### config.mk
export PLATFORM = sky130hd
export DESIGN_NAME = button_press_classifier_flat
export DESIGN_NICKNAME = d
export VERILOG_FILES = /design/src/hdl/bpc_pkg.sv /design/src/hdl/bpc_in_if.sv /design/src/hdl/bpc_out_if.sv /design/src/hdl/button_press_classifier.sv /design/src/hdl/bpc_datapath.sv /design/src/hdl/bpc_ctrl.sv /design/src/flat_wrapper.sv
export SDC_FILE = /design/constraint.sdc
export NUM_CORES = 1
export LEC_CHECK = 0
export ABC_CLOCK_PERIOD_IN_PS = 13400
export BUFFER_PORTS_ARGS = -buffer_cell sky130_fd_sc_hd__buf_2
export CAP_MARGIN = 30
export CORE_ASPECT_RATIO = 1.1
export CORE_UTILIZATION = 60
export DETAILED_ROUTE_END_ITERATION = 8
export PLACE_DENSITY = 0.81
export REMOVE_ABC_BUFFERS = 1
export SYNTH_ARGS = -nofsm -noshare
export SYNTH_HDL_FRONTEND = slang
export SYNTH_HIERARCHICAL = 1
export SYNTH_SLANG_ARGS = --single-unit
export TNS_END_PERCENT = 30
### constraint.sdc
create_clock -name clk -period 13.4 [get_ports clk]
set_input_delay 4.02 -clock clk [delete_from_list [all_inputs] [get_ports clk]]
set_output_delay 4.02 -clock clk [all_outputs]
set_load 0.005 [all_outputs]
### src/hdl/bpc_pkg.sv
// ----------------------------------------------------------------------------
// bpc_pkg
// Shared types and constants of the button press classifier.
// ----------------------------------------------------------------------------
package bpc_pkg;

    localparam int CNT_W     = 16;
    localparam int EV_W      = 3;
    localparam int CFG_W     = 16;
    localparam int CFG_IDX_W = 2;

    // remainder unit: bits retired per cycle and steps per division
    localparam int DIV_BITS  = 4;
    localparam int DIV_STEPS = CNT_W / DIV_BITS;
    localparam int STEP_W    = $clog2(DIV_STEPS);

    localparam logic [EV_W-1:0] EV_CLICK_DOWN = 3'd0;
    localparam logic [EV_W-1:0] EV_HOLD_START = 3'd1;
    localparam logic [EV_W-1:0] EV_HOLD_CYCLE = 3'd2;
    localparam logic [EV_W-1:0] EV_CLICK_UP   = 3'd3;
    localparam logic [EV_W-1:0] EV_HOLD_UP    = 3'd4;

    localparam logic [CFG_IDX_W-1:0] REG_PRESS_LEVEL = 2'd0;
    localparam logic [CFG_IDX_W-1:0] REG_DOWN_TICKS  = 2'd1;
    localparam logic [CFG_IDX_W-1:0] REG_HOLD_TICKS  = 2'd2;
    localparam logic [CFG_IDX_W-1:0] REG_CYCLE_TICKS = 2'd3;

    localparam logic             RST_PRESS_LEVEL = 1'b0;
    localparam logic [CNT_W-1:0] RST_DOWN_TICKS  = 16'd2;
    localparam logic [CNT_W-1:0] RST_HOLD_TICKS  = 16'd100;
    localparam logic [CNT_W-1:0] RST_CYCLE_TICKS = 16'd10;

    typedef struct packed {
        logic accept;
        logic div_step;
        logic load_out;
    } bpc_cmd_t;

    typedef struct packed {
        logic need_div;
        logic report;
        logic out_free;
    } bpc_status_t;

endpackage

### src/hdl/bpc_in_if.sv
// ----------------------------------------------------------------------------
// bpc_in_if
// Request channel carrying one scan tick of the button pin.
// ----------------------------------------------------------------------------
interface bpc_in_if;
    logic valid;
    logic ready;
    logic pin_level;

    modport source (output valid, output pin_level, input ready);
    modport sink   (input valid, input pin_level, output ready);
endinterface

### src/hdl/bpc_out_if.sv
// ----------------------------------------------------------------------------
// bpc_out_if
// Request channel carrying one classified button event.
// ----------------------------------------------------------------------------
interface bpc_out_if;
    logic                     valid;
    logic                     ready;
    logic [bpc_pkg::EV_W-1:0] event_code;

    modport source (output valid, output event_code, input ready);
    modport sink   (input valid, input event_code, output ready);
endinterface

### src/hdl/button_press_classifier.sv
// ----------------------------------------------------------------------------
// button_press_classifier
// Click-down, hold, hold-cycle, click-up and hold-up detection for one button.
// ----------------------------------------------------------------------------
// One request on pin_in is one scan tick, and the next is taken only once the
// last is done. A pressed tick above the hold threshold with a nonzero period
// also runs the remainder unit, which retires 4 count bits per cycle.
// An event waits in an output register, so the next tick is taken while it is
// still pending; a new event stalls only if the previous one is not yet taken.
// Write configuration only while idle.
module button_press_classifier
(
    input  logic                             clk,
    input  logic                             rst_n,
    input  logic                             cfg_we,
    input  logic [bpc_pkg::CFG_IDX_W-1:0]    cfg_index,
    input  logic [bpc_pkg::CFG_W-1:0]        cfg_data,
    bpc_in_if.sink                           pin_in,
    bpc_out_if.source                        event_out
);

    bpc_pkg::bpc_cmd_t    cmd;
    bpc_pkg::bpc_status_t status;

    bpc_ctrl u_ctrl
    (
        .clk      (clk),
        .rst_n    (rst_n),
        .in_valid (pin_in.valid),
        .in_ready (pin_in.ready),
        .status   (status),
        .cmd      (cmd)
    );

    bpc_datapath u_datapath
    (
        .clk        (clk),
        .rst_n      (rst_n),
        .cfg_we     (cfg_we),
        .cfg_index  (cfg_index),
        .cfg_data   (cfg_data),
        .pin_level  (pin_in.pin_level),
        .out_ready  (event_out.ready),
        .out_valid  (event_out.valid),
        .event_code (event_out.event_code),
        .cmd        (cmd),
        .status     (status)
    );

endmodule

### src/hdl/bpc_datapath.sv
// ----------------------------------------------------------------------------
// bpc_datapath
// Config registers, press counter, classifier, remainder unit, output register.
// ----------------------------------------------------------------------------
module bpc_datapath
(
    input  logic                            clk,
    input  logic                            rst_n,
    input  logic                            cfg_we,
    input  logic [bpc_pkg::CFG_IDX_W-1:0]   cfg_index,
    input  logic [bpc_pkg::CFG_W-1:0]       cfg_data,
    input  logic                            pin_level,
    input  logic                            out_ready,
    output logic                            out_valid,
    output logic [bpc_pkg::EV_W-1:0]        event_code,
    input  bpc_pkg::bpc_cmd_t               cmd,
    output bpc_pkg::bpc_status_t            status
);

    localparam int W = bpc_pkg::CNT_W;

    logic             press_level_reg;
    logic [W-1:0]     down_ticks_reg;
    logic [W-1:0]     hold_ticks_reg;
    logic [W-1:0]     cycle_ticks_reg;
    logic [W-1:0]     count_reg;
    logic [W-1:0]     count_next;
    logic [W-1:0]     rem_reg;
    logic [W-1:0]     rem_next;
    logic [W-1:0]     dvd_reg;
    logic [W-1:0]     dvd_next;
    logic [bpc_pkg::EV_W-1:0] ev_reg;
    logic [bpc_pkg::EV_W-1:0] ev_next;
    logic             rep_reg;
    logic             rep_next;
    logic             cyc_reg;
    logic             cyc_next;
    logic             out_valid_reg;
    logic [bpc_pkg::EV_W-1:0] out_ev_reg;
    logic [W:0]       trial;
    logic             pressed;

    // classification of the accepted tick
    always_comb
    begin
        pressed  = (pin_level == press_level_reg);
        count_next = count_reg + W'(1);
        ev_next  = bpc_pkg::EV_HOLD_CYCLE;
        rep_next = 1'b0;
        cyc_next = 1'b0;
        if (pressed)
        begin
            if (count_next == down_ticks_reg)
            begin
                ev_next  = bpc_pkg::EV_CLICK_DOWN;
                rep_next = 1'b1;
            end
            else if (count_next == hold_ticks_reg)
            begin
                ev_next  = bpc_pkg::EV_HOLD_START;
                rep_next = 1'b1;
            end
            else if (count_next > hold_ticks_reg)
            begin
                cyc_next = (cycle_ticks_reg != '0);
            end
        end
        else
        begin
            count_next = '0;
            if (count_reg >= down_ticks_reg && count_reg < hold_ticks_reg)
            begin
                ev_next  = bpc_pkg::EV_CLICK_UP;
                rep_next = 1'b1;
            end
            else if (count_reg >= hold_ticks_reg)
            begin
                ev_next  = bpc_pkg::EV_HOLD_UP;
                rep_next = 1'b1;
            end
        end
    end

    // restoring remainder, DIV_BITS dividend bits per cycle
    always_comb
    begin
        rem_next = rem_reg;
        dvd_next = dvd_reg;
        trial    = '0;
        for (int i = 0; i < bpc_pkg::DIV_BITS; i++)
        begin
            trial    = {rem_next, dvd_next[W-1]};
            dvd_next = {dvd_next[W-2:0], 1'b0};
            if (trial >= {1'b0, cycle_ticks_reg})
            begin
                trial = trial - {1'b0, cycle_ticks_reg};
            end
            rem_next = trial[W-1:0];
        end
    end

    always_ff @(posedge clk or negedge rst_n)
    begin
        if (!rst_n)
        begin
            press_level_reg <= bpc_pkg::RST_PRESS_LEVEL;
            down_ticks_reg  <= bpc_pkg::RST_DOWN_TICKS;
            hold_ticks_reg  <= bpc_pkg::RST_HOLD_TICKS;
            cycle_ticks_reg <= bpc_pkg::RST_CYCLE_TICKS;
            count_reg       <= '0;
            out_valid_reg   <= 1'b0;
        end
        else
        begin
            if (cfg_we)
            begin
                case (cfg_index)
                    bpc_pkg::REG_PRESS_LEVEL: press_level_reg <= cfg_data[0];
                    bpc_pkg::REG_DOWN_TICKS:  down_ticks_reg  <= cfg_data[W-1:0];
                    bpc_pkg::REG_HOLD_TICKS:  hold_ticks_reg  <= cfg_data[W-1:0];
                    bpc_pkg::REG_CYCLE_TICKS: cycle_ticks_reg <= cfg_data[W-1:0];
                    default: ;
                endcase
            end
            if (cmd.accept)
            begin
                count_reg <= count_next;
            end
            if (cmd.load_out)
            begin
                out_valid_reg <= 1'b1;
            end
            else if (out_ready)
            begin
                out_valid_reg <= 1'b0;
            end
        end
    end

    always_ff @(posedge clk)
    begin
        if (cmd.accept)
        begin
            ev_reg  <= ev_next;
            rep_reg <= rep_next;
            cyc_reg <= cyc_next;
            rem_reg <= '0;
            dvd_reg <= count_next;
        end
        else if (cmd.div_step)
        begin
            rem_reg <= rem_next;
            dvd_reg <= dvd_next;
        end
        if (cmd.load_out)
        begin
            out_ev_reg <= ev_reg;
        end
    end

    assign status.need_div = cyc_next;
    assign status.report   = rep_reg || (cyc_reg && rem_reg == '0);
    assign status.out_free = !out_valid_reg || out_ready;
    assign out_valid       = out_valid_reg;
    assign event_code      = out_ev_reg;

endmodule

### src/hdl/bpc_ctrl.sv
// ----------------------------------------------------------------------------
// bpc_ctrl
// Sequencer: accept a tick, run the remainder unit if needed, hand off any event.
// ----------------------------------------------------------------------------
module bpc_ctrl
(
    input  logic                  clk,
    input  logic                  rst_n,
    input  logic                  in_valid,
    output logic                  in_ready,
    input  bpc_pkg::bpc_status_t  status,
    output bpc_pkg::bpc_cmd_t     cmd
);

    localparam logic [1:0] S_IDLE = 2'd0;
    localparam logic [1:0] S_DIV  = 2'd1;
    localparam logic [1:0] S_DONE = 2'd2;

    localparam logic [bpc_pkg::STEP_W-1:0] LAST_STEP =
        bpc_pkg::STEP_W'(bpc_pkg::DIV_STEPS - 1);

    logic [1:0]                  state_reg;
    logic [1:0]                  state_next;
    logic [bpc_pkg::STEP_W-1:0]  step_reg;
    logic [bpc_pkg::STEP_W-1:0]  step_next;

    always_comb
    begin
        state_next   = state_reg;
        step_next    = step_reg;
        in_ready     = 1'b0;
        cmd.accept   = 1'b0;
        cmd.div_step = 1'b0;
        cmd.load_out = 1'b0;
        case (state_reg)
            S_IDLE:
            begin
                in_ready  = 1'b1;
                step_next = '0;
                if (in_valid)
                begin
                    cmd.accept = 1'b1;
                    state_next = status.need_div ? S_DIV : S_DONE;
                end
            end
            S_DIV:
            begin
                cmd.div_step = 1'b1;
                step_next    = step_reg + 1'b1;
                if (step_reg == LAST_STEP)
                begin
                    state_next = S_DONE;
                end
            end
            S_DONE:
            begin
                if (!status.report)
                begin
                    state_next = S_IDLE;
                end
                else if (status.out_free)
                begin
                    cmd.load_out = 1'b1;
                    state_next   = S_IDLE;
                end
            end
            default:
            begin
                state_next = S_IDLE;
            end
        endcase
    end

    always_ff @(posedge clk or negedge rst_n)
    begin
        if (!rst_n)
        begin
            state_reg <= S_IDLE;
            step_reg  <= '0;
        end
        else
        begin
            state_reg <= state_next;
            step_reg  <= step_next;
        end
    end

endmodule

### src/flat_wrapper.sv
// flat-port wrapper written by rule: the top's interface ports become plain ports
module button_press_classifier_flat 
  (clk, rst_n, cfg_we, cfg_index, cfg_data, pin_in_valid, pin_in_pin_level, pin_in_ready, event_out_valid, event_out_event_code, event_out_ready);
  bpc_in_if pin_in_i ();
  bpc_out_if event_out_i ();
  input  logic clk;
  input  logic rst_n;
  input  logic cfg_we;
  input  logic [bpc_pkg::CFG_IDX_W-1:0] cfg_index;
  input  logic [bpc_pkg::CFG_W-1:0] cfg_data;
  input wire logic [$bits(pin_in_i.valid)-1:0] pin_in_valid;
  input wire logic [$bits(pin_in_i.pin_level)-1:0] pin_in_pin_level;
  output wire logic [$bits(pin_in_i.ready)-1:0] pin_in_ready;
  output wire logic [$bits(event_out_i.valid)-1:0] event_out_valid;
  output wire logic [$bits(event_out_i.event_code)-1:0] event_out_event_code;
  input wire logic [$bits(event_out_i.ready)-1:0] event_out_ready;
  assign pin_in_i.valid = pin_in_valid;
  assign pin_in_i.pin_level = pin_in_pin_level;
  assign pin_in_ready = pin_in_i.ready;
  assign event_out_valid = event_out_i.valid;
  assign event_out_event_code = event_out_i.event_code;
  assign event_out_i.ready = event_out_ready;
  button_press_classifier u_core (.clk(clk), .rst_n(rst_n), .cfg_we(cfg_we), .cfg_index(cfg_index), .cfg_data(cfg_data), .pin_in(pin_in_i), .event_out(event_out_i));
endmodule
Yosys cells after proc, flatten, opt, wreduce, memory -nomap -nowiden
Cells that the tools add are included.

Bits in registers: 110. Input bits: 24. Output and inout port bits: 5. Logic and storage cells: 94.

Add/subtract/negate cells: 6. $lt $le $gt $ge: 8. Equal/unequal tests: 12. Multiplexer cells: 37. Reductions and logical operators: 17.

Operators by type and width (number): $mux W16 (7); $ge A17 B16 Y1 (4); $sub A16 B16 Y16 (4); $eq A16 B16 Y1 (2); $ge A16 B16 Y1 (2); $mux W1 (18); $add A16 B1 Y16 const B (1); $gt A16 B16 Y1 (1); $logic_not A16 Y1 (1); $lt A16 B16 Y1 (1); $reduce_bool A16 Y1 (1); $mux W2 (7); $mux W3 (3); $eq A2 B2 Y1 const B (4); $reduce_and A2 Y1 (4); $pmux W2 S3 (1); $reduce_bool A2 Y1 (3); $eq A2 B1 Y1 const B (2); $logic_not A2 Y1 (2); $ne A2 B2 Y1 const B (2); $pmux W2 S2 (1); $ne A3 B2 Y1 const B (1); $reduce_and A3 Y1 (1); $add A2 B1 Y2 const B (1); other kinds (4) (6).

Longest topological paths before layout
Depth in word-level cells: 9. Depth in mapped cells: 46. Gate-level depth less buffers: 42.

Hierarchy
The synthesis kept the hierarchy.

Modules (own cells, without submodules): bpc_datapath (instances 1, cells each 1012, area each 9396.5 µm², sequential area each 2700.1 µm²); bpc_ctrl (instances 1, cells each 17, area each 207.7 µm², sequential area each 100.1 µm²).

Worst setup path before layout
Ideal clock, no wire load.

Kind: register -> register. Start: reg u_core.u_datapath.cycle_ticks_reg[1]. End: reg u_core.u_datapath.rem_reg[1]. Library setup time: 122 ps. Data arrival time: 9310 ps. Required time: 13278 ps. Setup slack: 3968 ps. Cell stages (with the launch flop): 43. Path buffers: 4. Period minus slack after synthesis: 9432 ps. Cell sequence: dfstp_2 -> inv_1 -> ha_1 -> nor2b_1 -> o21ba_1 -> o32a_1 -> o31a_4 -> buf_6 -> mux2_2 -> ha_1 -> and2_1 -> a221oi_1 -> o21ai_0 -> a211o_1 -> a2111oi_4 -> a31oi_4 -> buf_2 -> buf_6 -> [... 7 more ...] -> or3_1 -> a31oi_4 -> nor2_1 -> a31oi_1 -> o311ai_0 -> ha_1 -> nor2b_1 -> o211ai_1 -> a31oi_1 -> nor4_1 -> o41ai_1 -> o21ai_0 -> nand2_1 -> a21oi_1 -> o211a_1 -> buf_6 -> and3_1 -> a311o_1.

Word-level cells in the longest chain between the ends: 8. Elaborated cells on any way between the ends: 12. Those cells by class: 4 x add/sub; 4 x order compare; 4 x mux.

RTL lines: start: declaration (line bpc_datapath.sv:25) `logic [W-1:0] cycle_ticks_reg;`; start signal: assignment (line bpc_datapath.sv:109) `cycle_ticks_reg <= bpc_pkg::RST_CYCLE_TICKS;`; start signal: assignment (line bpc_datapath.sv:121) `bpc_pkg::REG_CYCLE_TICKS: cycle_ticks_reg <= cfg_data[W-1:0];`; $sub A16 B16 Y16 / $ge A17 B16 Y1 (equally long branches) (line bpc_datapath.sv:96, bpc_datapath.sv:94); $mux W16 (line bpc_datapath.sv:94) `if (trial >= {1'b0, cycle_ticks_reg})`; $sub A16 B16 Y16 / $ge A17 B16 Y1 (equally long branches) (line bpc_datapath.sv:96, bpc_datapath.sv:94); $mux W16 (line bpc_datapath.sv:94); $ge A17 B16 Y1 / $sub A16 B16 Y16 (equally long branches) (line bpc_datapath.sv:94, bpc_datapath.sv:96); $mux W16 (line bpc_datapath.sv:94); $sub A16 B16 Y16 / $ge A17 B16 Y1 (equally long branches) (line bpc_datapath.sv:96, bpc_datapath.sv:94); $mux W16 * (line bpc_datapath.sv:94); end signal: assignment (line bpc_datapath.sv:152) `rem_reg <= rem_next;`; end: declaration (line bpc_datapath.sv:28) `logic [W-1:0] rem_reg;`.

Mark *: on every way between the ends. The rest lies on a longest branch, timed or not. A chain may end at the register's enable or synchronous reset.

Final worst setup path
Ends and elaborated chain as after synthesis.

==> results.yml <==
sta:
  timing.final.max_slew_violations: 0
  setup_tns_ps: 0
  slew_headroom_pct: 39.5
  holdWs_ps: 420
  clock_skew_ps: 6.80
  finalHoldViolations: 0
  worst_pin_slew_ps: 908
  setup-violations-final: 0
  fmax_ghz: 0.0925
  rsz0062_at_grt: "no"
  period_needed_ps: 10810
  layout_worst_path_cycle_share_pct: 80.7
critical_path:
  worstPathMaxFanout: 22
  crit_path_end_kind: "register"
  worstPathArrival_ps: 11050
  critical_path_class: "register to register"
  critPathMostFrequentCell: "ha_1"
  critPathLaunchType: "register"
  cp_num_buf_inv: 3
  critical-path-max-stage-delay_ps: 670
  cp_top_family: "compound AO/OA/AOI/OAI gates"
  cp.required_ps: 13640
  cpMaxStageDelayCell: "o41ai_1"
power_and_ir_drop:
  p_total_mw: 1.09
  leakagePower_nw: 4.83
  clkPwrFrac_pct: 24.4
  swShare_pct: 35.8
  p_int_mw: 0.702
  peakVddDrop_mv: 0.0900
  switchingPower_mw: 0.391
  p_per_area_mw_per_mm2: 107
  seqPwrFrac_pct: 38.6
  pwr-share-comb_pct: 37.0
yosys:
  seq_area_frac_synth_pct: 29.2
  synth-edff-count: 24
  dominantRegCellSynth: "dfrtp_1"
  synth-xor-area-share_pct: 6.66
  avgSynthCellArea_um2: 9.33
  synth_warnings: 6
  synth.mux.area_fraction_pct: 9.39
  synthCells: 1029
  synth_top_family_by_area: "compound AO/OA/AOI/OAI gates"
  synthSimpleGateAreaFrac_pct: 13.9
  synthArstFlopShare_pct: 63.6
  yosysUniqueCellTypes: 87
  syn_area_mm2: 0.00960
  ys_ff_latch: 110
  synth-adder-area-share_pct: 15.7
  synth-compound-area-share_pct: 20.4
cells_and_area:
  n_antenna_cell: 0
  mostFrequentLayoutCells: "114 x ha_1, 87 x inv_1, 74 x mux2_2, 69 x a21oi_1, 64 x dfrtp_1"
  final_layout_size_suffix_gt1_share_pct: 14.6
  nFillCells: 1288
  fin_cells: 1256
  nets: 1193
  layout_commonest_cell: "ha_1"
  area_delta_synth_final_pct: 6.24
placement:
  dp.cells: 1239
  hpwl_mm: 20.0
  gp_congestion: 0.950
  io_buffers: 28
drt:
  wl_per_cell_um: 20.5
  route.detailed.drc: 1
  drt_iter0_markers: 571
  vias_per_cell: 6.32
  vias: 7937
  ant_nets: 0
  wirelength_mm: 25.7
  firstDrtPassIters: 8
global_route:
  grt_pass1_vias: 7870
  grt_start_max_net_pins: 71
  grt_pass1_wl_mm: 40.8
  antenna_found_initial: 0
  grt.overflow.total: 0
  grt.total_usage_pct: 32.7
clocking:
  root_buffer: "clkbuf_16"
  clock_latency_ps: 350
  numCtsBuffers: 9
  path_clk_slew_ps: 70
  cts_max_path_buffers: 2
  cts.htree.levels: 3
  cts_tree: "built"
  post_cts_buffers: 0
  cts_resized: 0
  cts_hold_buf: 0
  clock_sinks: 110
status:
  violations: "DRC"
  status: "finished with violations"
die:
  die_y_um: 135
  core_mm2: 0.0157
  core.rowCount: 48
  ios: 29
  initial_core_util_pct: 61.3
  die-area_mm2: 0.0165
  chipWidth_um: 123
run:
  maxCapViolCount: 0
worst_hold_path:
  worstHoldPathType: "register to register"
## power by group through the flow
stage | registers (mW) | clock network, mW | logic [mW]
final | 0.422 | 0.266 | 0.405
after global routing | 0.427 | 0.284 | 0.447
after CTS | 0.421 | 0.271 | 0.401
after detailed placement | 0.428 | 0 | 0.397
after global placement | 0.424 | 0 | 0.389
after floorplan | 0.414 | 0 | 0.297
## routing by layer
| layer | up-vias | track usage (%) | wire, um | part of all wire [%] |
|---|---|---|---|---|
| met5 | - | 0 | 0 | 0 |
| met4 | 0 | 20.7 | 1710 | 6.7 |
| met3 | 80 | 3.63 | 1100 | 4.3 |
| met2 | 255 | 55.7 | 12600 | 49 |
| met1 | 3768 | 39.0 | 10300 | 40 |
| li1 | 3834 | - | - | - |
## worst reg2reg max path: cells and delay by family (launching register included)
kind	cells	cell delay, ps
fa+ha+maj	4	1270
compound gates	22	6270
flops	1	610
mux	2	820
simple gates	7	1360
buf+inv	3	370
## cell usage after synthesis (all sizes together) (6+ instances only)
library cell  number  share of area, %
a211oi             6              0.52
a21o              33               2.6
a21oi             71               3.8
a311oi            12               1.4
a31oi              8              0.83
and2               6              0.39
and3              12              0.78
buf                8              0.89
clkbuf            15              0.59
dfrtp             64                17
dfstp              6               1.6
dfxtp             16               3.3
edfxtp            24               7.5
ha               114                15
inv               87               3.4
mux2              75               8.8
nand2             66               2.7
nand2b            13              0.85
nand3             26               1.4
nand4             18               1.2
nor2              61               2.4
nor2b             15               1.0
nor3              10              0.52
nor4              15              0.98
o211ai             9              0.81
o21a              20               1.6
o21ai             49               2.6
o2bb2ai           15               1.4
or3                6              0.39
xnor2             52               4.7
xor2              21               1.9
## final timing paths
check | start | end | slack, ps | depth (start not counted)
max | u_core/u_datapath/cycle_ticks_reg[1] | u_core/u_datapath/rem_reg[1] | 2590 | 38
min | u_core/u_datapath/ev_reg[2] | u_core/u_datapath/event_code[2] | 420 | 0
max reg2reg | u_core/u_datapath/cycle_ticks_reg[1] | u_core/u_datapath/rem_reg[1] | 2590 | 38
min reg2reg | u_core/u_datapath/ev_reg[2] | u_core/u_datapath/event_code[2] | 420 | 0
max in group asynchronous | rst_n | u_core/u_datapath/count_reg[8] | 8930 | 2
min in group asynchronous | rst_n | u_core/u_datapath/count_reg[1] | 3880 | 2
## layout make-up
cell class / instances / area [um^2] / share of cell area [%]
inverter: 87 / 327 / 3.20
tap: 200 / 250 / 2.45
timing repair buffer: 34 / 200 / 1.96
clock buffer: 10 / 229 / 2.24
multi-input combinational: 809 / 6340 / 62.1
clock inverter: 6 / 61.3 / 0.601
sequential: 110 / 2800 / 27.4
## kinds of logic (layout without fill, tap and decap cells)
family	after synthesis	after routing
AO/OA/AOI/OAI	274	274
XOR/XNOR	73	73
adder cells (fa/ha/maj)	118	118
buffers and inverters	110	137
flip-flops	110	110
multiplexers	80	80
AND/OR/NAND/NOR	264	264
## metrics by stage
step	worst slack, ps	cell area (um^2)	utilization [%]
final	2590	10200	65.1
after global routing	1860	10200	65.1
after CTS	2730	10200	65.0
after detailed placement	2740	9900	63.1
after global placement	2850	9880	63.1
after floorplan	4000	9460	-
No activity file was read; power rests on OpenSTA's default activity.
